## src/rtl/core/heightmap_bilinear_sampler_assert.svh

```systemverilog
// Assertion macros for the heightmap bilinear sampler.
// Included by the RTL modules that carry concurrent checks; no other dependencies.
`ifndef HEIGHTMAP_BILINEAR_SAMPLER_ASSERT_SVH
`define HEIGHTMAP_BILINEAR_SAMPLER_ASSERT_SVH

`ifndef SYNTHESIS

`define HBS_ASSERT(lbl, clk, rstn, prop) \
	lbl: assert property (@(posedge clk) disable iff (!rstn) prop) \
		else $error("heightmap sampler: property violated");

`define HBS_ASSERT_NEVER(lbl, clk, rstn, expr) \
	lbl: assert property (@(posedge clk) disable iff (!rstn) !(expr)) \
		else $error("heightmap sampler: forbidden condition seen");

`else

`define HBS_ASSERT(lbl, clk, rstn, prop)

`define HBS_ASSERT_NEVER(lbl, clk, rstn, expr)

`endif

`endif

```

## src/rtl/core/hbs_pkg.sv

```systemverilog
// Shared types, constants and address helper for the heightmap bilinear sampler.
// No dependencies.
`timescale 1ns / 1ps
`default_nettype none

package hbs_pkg;

	localparam int GRID_SIZE   = 256;
	localparam int DEPTH       = GRID_SIZE * GRID_SIZE;
	localparam int IDX_W       = $clog2(GRID_SIZE);
	localparam int ADDR_W      = $clog2(DEPTH);

	localparam int H_W         = 16;
	localparam int W_W         = 17;
	localparam int FRAC_W      = 8;

	localparam int MAP_HALF    = 200;
	localparam int MAP_SPAN    = 2 * MAP_HALF;
	localparam int WORLD_LIMIT = MAP_HALF * 256;
	localparam int U_MAX       = 2 * WORLD_LIMIT;
	localparam int U_W         = $clog2(U_MAX + 1);

	// grid position = floor(u * GRID_SIZE / MAP_SPAN) through a reciprocal
	localparam int P_W         = $clog2(U_MAX * GRID_SIZE + 1);
	localparam int SH          = P_W + 9;
	localparam int RECIP_W     = SH - 8;
	localparam int M_W         = P_W + RECIP_W;
	localparam logic [RECIP_W-1:0] RECIP = RECIP_W'((64'd1 << SH) / 64'(MAP_SPAN));
	localparam int G_MAX       = GRID_SIZE * 256;
	localparam int G_W         = $clog2(G_MAX + 1);
	localparam int I_W         = G_W - FRAC_W;

	typedef logic [IDX_W-1:0]  idx_t;
	typedef logic [ADDR_W-1:0] addr_t;

	typedef enum logic {
		CMD_WRITE  = 1'b0,
		CMD_SAMPLE = 1'b1
	} cmd_t;

	typedef struct packed {
		idx_t              idx0;
		idx_t              idx1;
		logic [FRAC_W-1:0] frac;
	} axis_pos_t;

	typedef struct packed {
		logic ld_a;
		logic ld_l1;
		logic ld_c;
		logic ld_l2;
		logic ld_s;
	} blend_ctl_t;

	function automatic addr_t grid_addr(input idx_t x, input idx_t z);
		return ADDR_W'(x) * ADDR_W'(GRID_SIZE) + ADDR_W'(z);
	endfunction

endpackage

`default_nettype wire

```

## src/rtl/core/hbs_blend.sv

```systemverilog
// Bilinear blend of four neighbour heights: along z, then along x, then round to Q8.8.
// Depends on hbs_pkg.
`timescale 1ns / 1ps
`default_nettype none

module hbs_blend (
	input  wire logic                    clk,
	input  wire hbs_pkg::blend_ctl_t     ctl,
	input  wire logic [15:0]             rdata,
	input  wire logic [7:0]              fx,
	input  wire logic [7:0]              fz,
	output logic signed [15:0]           height
);

	logic signed [15:0] a_q, c_q;
	logic signed [23:0] l1_q, l2_q;
	logic signed [31:0] s_q;
	logic signed [32:0] rnd;

	function automatic logic signed [23:0] lerp_z(input logic signed [15:0] lo,
		input logic signed [15:0] hi, input logic [7:0] f);
		logic signed [16:0] diff;
		logic signed [25:0] prod;
		logic signed [25:0] acc;
		diff = 17'(hi) - 17'(lo);
		prod = 26'(diff) * 26'($signed({1'b0, f}));
		acc  = (26'(lo) <<< 8) + prod;
		return acc[23:0];
	endfunction

	function automatic logic signed [31:0] lerp_x(input logic signed [23:0] lo,
		input logic signed [23:0] hi, input logic [7:0] f);
		logic signed [24:0] diff;
		logic signed [33:0] prod;
		logic signed [33:0] acc;
		diff = 25'(hi) - 25'(lo);
		prod = 34'(diff) * 34'($signed({1'b0, f}));
		acc  = (34'(lo) <<< 8) + prod;
		return acc[31:0];
	endfunction

	always_ff @(posedge clk) begin
		if (ctl.ld_a) begin
			a_q <= $signed(rdata);
		end
		if (ctl.ld_l1) begin
			l1_q <= lerp_z(a_q, $signed(rdata), fz);
		end
		if (ctl.ld_c) begin
			c_q <= $signed(rdata);
		end
		if (ctl.ld_l2) begin
			l2_q <= lerp_z(c_q, $signed(rdata), fz);
		end
		if (ctl.ld_s) begin
			s_q <= lerp_x(l1_q, l2_q, fx);
		end
	end

	// round half up
	assign rnd    = 33'(s_q) + 33'sd32768;
	assign height = rnd[31:16];

endmodule

`default_nettype wire

```

## config.mk

```make
export PLATFORM = sky130hd
export DESIGN_NAME = hbs_blend
export DESIGN_NICKNAME = d
export VERILOG_FILES = /design/src/rtl/core/heightmap_bilinear_sampler_assert.svh /design/src/rtl/core/hbs_pkg.sv /design/src/rtl/core/hbs_blend.sv
export SDC_FILE = /design/constraint.sdc
export NUM_CORES = 1
export LEC_CHECK = 0
export BUFFER_PORTS_ARGS = -buffer_cell sky130_fd_sc_hd__buf_2
export CORE_MARGIN = 5
export CORE_UTILIZATION = 60
export CTS_BUF_LIST = sky130_fd_sc_hd__clkbuf_8
export CTS_CLUSTER_DIAMETER = 60
export DETAILED_ROUTE_END_ITERATION = 12
export HOLD_SLACK_MARGIN = 0.02
export PLACE_DENSITY = 0.87
export SYNTH_ARGS = -nofsm -noshare
export SYNTH_HDL_FRONTEND = slang
export SYNTH_SLANG_ARGS = --single-unit
export TNS_END_PERCENT = 10
```

## constraint.sdc

```tcl
create_clock -name clk -period 9.85 [get_ports clk]
set_input_delay 0 -clock clk [delete_from_list [all_inputs] [get_ports clk]]
set_output_delay 0 -clock clk [all_outputs]
set_load 0.01 [all_outputs]
```

Word level (Yosys, flattened, before mapping)
Cells that the tools add are included.
- bits in registers: 112
- output and inout bits: 16
- word-level logic and storage cells: 15
- add/subtract/negate cells: 7
- multipliers: 3
- operators by type and width (cell ; number):
    24-bit adder ; 2
    17-bit by 9-bit multiplier with 24-bit output ; 2
    16-bit by 16-bit subtractor with 17-bit output ; 2
    32-bit by 17-bit adder with 32-bit output (second input constant) ; 1
    32-bit adder ; 1
    25-bit by 9-bit multiplier with 32-bit output ; 1
    24-bit by 24-bit subtractor with 25-bit output ; 1

Logic depth before layout (Yosys ltp)
- word-level depth: 3
- gate-level depth with buffers: 33
- depth with buffers taken out: 33

Worst setup path after synthesis
No wires, ideal clock.
- path type: reg-to-reg
- start: register l2_q[0]
- end: register s_q[31] (data pin)
- arrival: 6.956 ns
- required time: 9.584 ns
- stages on the path, launching flop included: 29
- setup slack: 2.628 ns
- setup time: 0.266 ns
- path through: edfxtp_1 > inv_1 > ha_1 > inv_1 > fa_1 > a21oi_1 > o21ai_0 > a211oi_1 > a211oi_1 > or2_1 > a21oi_1 > xnor2_1 > and2_1 > fa_1 > fa_1 > inv_1 > fa_1 > fa_1 > inv_1 > fa_1 > ha_1 > a21o_1 > a21o_1 > or4_1 > nor3_1 > o21ai_2 > a21o_1 > o41ai_1 > xnor2_1
- word-level cells in the longest chain between the ends: 3
- ends and longest elaborated chain (element ; RTL line ; RTL):
    start: declaration ; hbs_blend.sv:16 ; logic signed [23:0] l1_q, l2_q;
    start signal: assignment ; hbs_blend.sv:53 ; l2_q <= lerp_z(c_q, $signed(rdata), fz);
    24-bit by 24-bit subtractor with 25-bit output ; hbs_blend.sv:36 ; diff = 25'(hi) - 25'(lo);
    25-bit by 9-bit multiplier with 32-bit output ; hbs_blend.sv:37 ; prod = 34'(diff) * 34'($signed({1'b0, f}));
    32-bit adder ; hbs_blend.sv:38 ; acc = (34'(lo) <<< 8) + prod;
    end signal: assignment ; hbs_blend.sv:56 ; s_q <= lerp_x(l1_q, l2_q, fx);
    end: declaration ; hbs_blend.sv:17 ; logic signed [31:0] s_q;
Every way passes these cells.
A chain may end at the register's enable or synchronous reset.

Worst setup path after layout
- start: register a_q[1]
- end: register l1_q[23] (data pin)
- word-level cells in the longest chain between the ends: 3
- ends and longest elaborated chain (element ; RTL line ; RTL):
    start: declaration ; hbs_blend.sv:15 ; logic signed [15:0] a_q, c_q;
    start signal: assignment ; hbs_blend.sv:44 ; a_q <= $signed(rdata);
    16-bit by 16-bit subtractor with 17-bit output ; hbs_blend.sv:25 ; diff = 17'(hi) - 17'(lo);
    17-bit by 9-bit multiplier with 24-bit output ; hbs_blend.sv:26 ; prod = 26'(diff) * 26'($signed({1'b0, f}));
    24-bit adder (*) ; hbs_blend.sv:27 ; acc = (26'(lo) <<< 8) + prod;
    end signal: assignment ; hbs_blend.sv:47 ; l1_q <= lerp_z(a_q, $signed(rdata), fz);
    end: declaration ; hbs_blend.sv:16 ;
Every way passes the cells marked *; elsewhere a longest branch is shown, timed or not.

==> summary by stage <==
Logic synthesis
Sorting the synthesized cells by area gives the leading types as fa_1 (37%), edfxtp_1 (13%), ha_1 (12%). The count of synthesis-stage warnings from yosys is 0. The cell count after synthesis is 2337.

The register bit total from synthesis is 97. The simple-gate share of the synthesized area is 0.167. The share of the yosys chip area belonging to registers is 0.131.

The mapped netlist covers 22200 um^2. The net count after synthesis is 3005. The most used flip-flop cell after synthesis is edfxtp_1. The number of different library cells in the post-synthesis netlist is 61.

The post-synthesis compound-gate area fraction is 0.0570. Yosys mapped a number of flops with a built-in enable equal to 97. The multiplexer area fraction after synthesis is 0. After synthesis, the largest family of logic cells by area is adder cells. The cell with the most instances after synthesis is inv_1.

Sorting the synthesized cells by how often they occur yields inv_1 (524), fa_1 (412), and2_1 (239). The cell type with the largest total area after synthesis is fa_1. The post-synthesis area per instance is 9.49 um^2.

The proportion of synthesized flip-flops having asynchronous set or reset is 0. Of the total synthesized cell area, the portion taken by XOR and XNOR cells is 0.0529. Of the total synthesized cell area, the portion taken by full adders, half adders and majority gates is 0.495. The fraction of synthesized cell area taken by the top area cell type is 0.372.

Global route
In the global route stage, overall resource usage came out at 0.256. The via count of the first global-routing pass is 18100. The sum of overflow across all layers after global routing is 0. The pin count of the biggest net entering global routing is 36.

The number of antenna violations at the first check in global routing is 0. The first global-routing pass estimated 85400 um of wire.

Worst setup path
The critical path launch point type is a register. The startpoint-to-endpoint class of the critical path is reg2reg. The most frequent cell on the critical path is inv_1.

The critical-path maximum fanout is 8. For the worst setup path, the data arrival time is 8340 ps. The worst setup path is captured at a register.

The biggest cell delay along the critical path is 620 ps. The slowest stage of the critical path belongs to the cell xor2_1. Data on the critical path is required at its endpoint by 10030 ps.

Timing
Setup violations remaining at the end of the flow were counted as 0. The worst slew margin relative to its limit is 0.446. The number of max-slew violations in the final report came to 0. Setup repair after global routing left no endpoint under its margin.

The minimum period implied by the final worst setup slack is 8160 ps. The count of final hold-check violations was 0. Dividing the final minimum period by the clock period gives 0.828. The transition time of the tightest slew-check pin is 825 ps.

After routing, the total negative slack on setup checks comes to 0 ps. The clock tree skew after final layout is 36.7 ps. For this run, the top clock speed supported by timing is 0.123 GHz.

Clock tree
The maximum count of clock buffers along a single path is 2. The number of buffers created by CTS is 9. The post-CTS setup-driven buffer insertion count is 0. The cell chosen for the clock root is clkbuf_8. The clock edge transition at the registers on the reported setup and hold paths is 120 ps.

The TritonCTS clock tree is done. The number of sinks driven by the clock tree is 97. Hold repair after CTS inserted 16 buffers.

The number of instances resized during post-cts repair is 0. For the worst-skew pair, the clock arrives at the later sink with an insertion delay of 420 ps. The H-tree depth is 3.

Floorplan
For this configuration, the core starts out at a cell density of 0.607. The y dimension of the die is 202 um. The core footprint is 36500 um^2. The floorplan row count is 70. During I/O placement, the number of pins put on the boundary was 54. The die covers 40900 um^2.

From left edge to right edge, the die measures 202 um.

Drt
After detailed routing, the average wire length per cell comes to 17.7 um. The wire length the detailed router placed on met1 is 18200 um. The met3 routed wirelength is 3200 um. The first-pass detailed-route iteration total is 5.

Wires add up to 50400 um. For this block, the via count after detailed routing is 16200. The remaining number of nets flagged by the antenna check after routing is 0. The DRC violation count after routing is 0. For this block, the initial DRC count from the detailed router was 1156. The detailed route wirelength on metal2 is 26600 um. Using the TritonRoute via totals, the vias-per-cell ratio works out to 5.69. Signal routing reaches up to met4.

Layout
The area growth from synthesis to layout is 4.63%. The post-layout net count is 3040. The fraction of final layout cells with drive strength greater than 1 is 0.0404. The final antenna diode count is 0. After filler insertion, the fill cell instance count of the layout stands at 2731.

Place
The half-perimeter wire length of the detailed placement result is 41600 um. During placement, the flow inserted port buffers numbering 53. The routability congestion estimate from global placement is 0.931.

Job
The number of max-cap violations is 0.

Min path
The type of the tightest min-delay check is in2reg.

Outcome
The run finished with clean final reports.
[layout make-up]
cell class	count	area, um^2	share of cell area
clock inverter	7	53.8	0.00232
multi-input combinational	1669	17100	0.738
timing repair buffer	71	440	0.0190
sequential	97	2910	0.126
inverter	524	1970	0.0848
clock buffer	9	124	0.00534
tap	468	586	0.0252
[critical path, delay by kind of cell (launching register included)]
family                     cells  cell delay, ps
and+or+nand+nor                5            1120
xor gates and xnor gates       3             860
DFF                            1             440
adders and majority gates      7            3160
buffers and inverters          6             350
AOI/OAI and AO/OA              8            2020
[per-stage QoR]
| stage | utilization | hold slack [ps] | cell area, um^2 | std cells | worst slack (ps) |
|---|---|---|---|---|---|
| 5_1_grt | 0.635 | 42.2 | 23200 | 2845 | 1280 |
| 3_3_place_gp | 0.626 | 245 | 22900 | 2813 | 1990 |
| 2_1_floorplan | - | 98.9 | 22200 | 2337 | 2630 |
| 3_5_place_dp | 0.626 | 250 | 22900 | 2813 | 1840 |
| 4_1_cts | 0.635 | 24.8 | 23200 | 2845 | 1790 |
| 6_report | 0.635 | 47.6 | 23200 | 2845 | 1690 |
[cell usage in the layout, fill, tap and decap left out, types with 12 or more instances in the layout]
| master | n |
|---|---|
| o21a_1 | 13 |
| and2_1 | 239 |
| inv_1 | 524 |
| nand2b_1 | 20 |
| nand2_1 | 237 |
| and3_1 | 12 |
| nor2b_1 | 46 |
| a21oi_1 | 51 |
| dlygate4sd3_1 | 16 |
| nor2_1 | 69 |
| o21ai_0 | 27 |
| xnor2_1 | 104 |
| nor3_1 | 33 |
| ha_1 | 218 |
| fa_1 | 412 |
| xor2_1 | 30 |
| a21o_1 | 22 |
| edfxtp_1 | 97 |
| nand3_1 | 23 |
| buf_2 | 53 |
[registers in the layout (all words and copies together), names as in the netlist]
register  count
c_q          16
l2_q         24
a_q          16
l1_q         24
s_q          17
[metal layers]
layer | vias up | global-route usage
met4 | 0 | 0.111
met3 | 177 | 0.0383
met1 | 8070 | 0.298
met2 | 682 | 0.469
li1 | 7248 | -
met5 | - | 0
[path summary, 6_finish.rpt]
path / start / endpoint / slack (ps) / cells after the start
hold reg to reg: l1_q[21] / s_q[30] / 940 / 3
setup reg to reg: a_q[1] / l1_q[23] / 1690 / 29
hold / removal: ctl[4] / a_q[9] / 50 / 1
setup / recovery: a_q[1] / l1_q[23] / 1690 / 29
[logic make-up after synthesis]
group                      count (synthesis)
AOI/OAI and AO/OA                        186
xor gates and xnor gates                 134
adders and majority gates                630
buffers and inverters                    571
DFF                                       97
and+or+nand+nor                          719
Power is left out: the tool's default activity adds up to more than one toggle a clock period on the data nets, which glitch-free logic cannot reach.
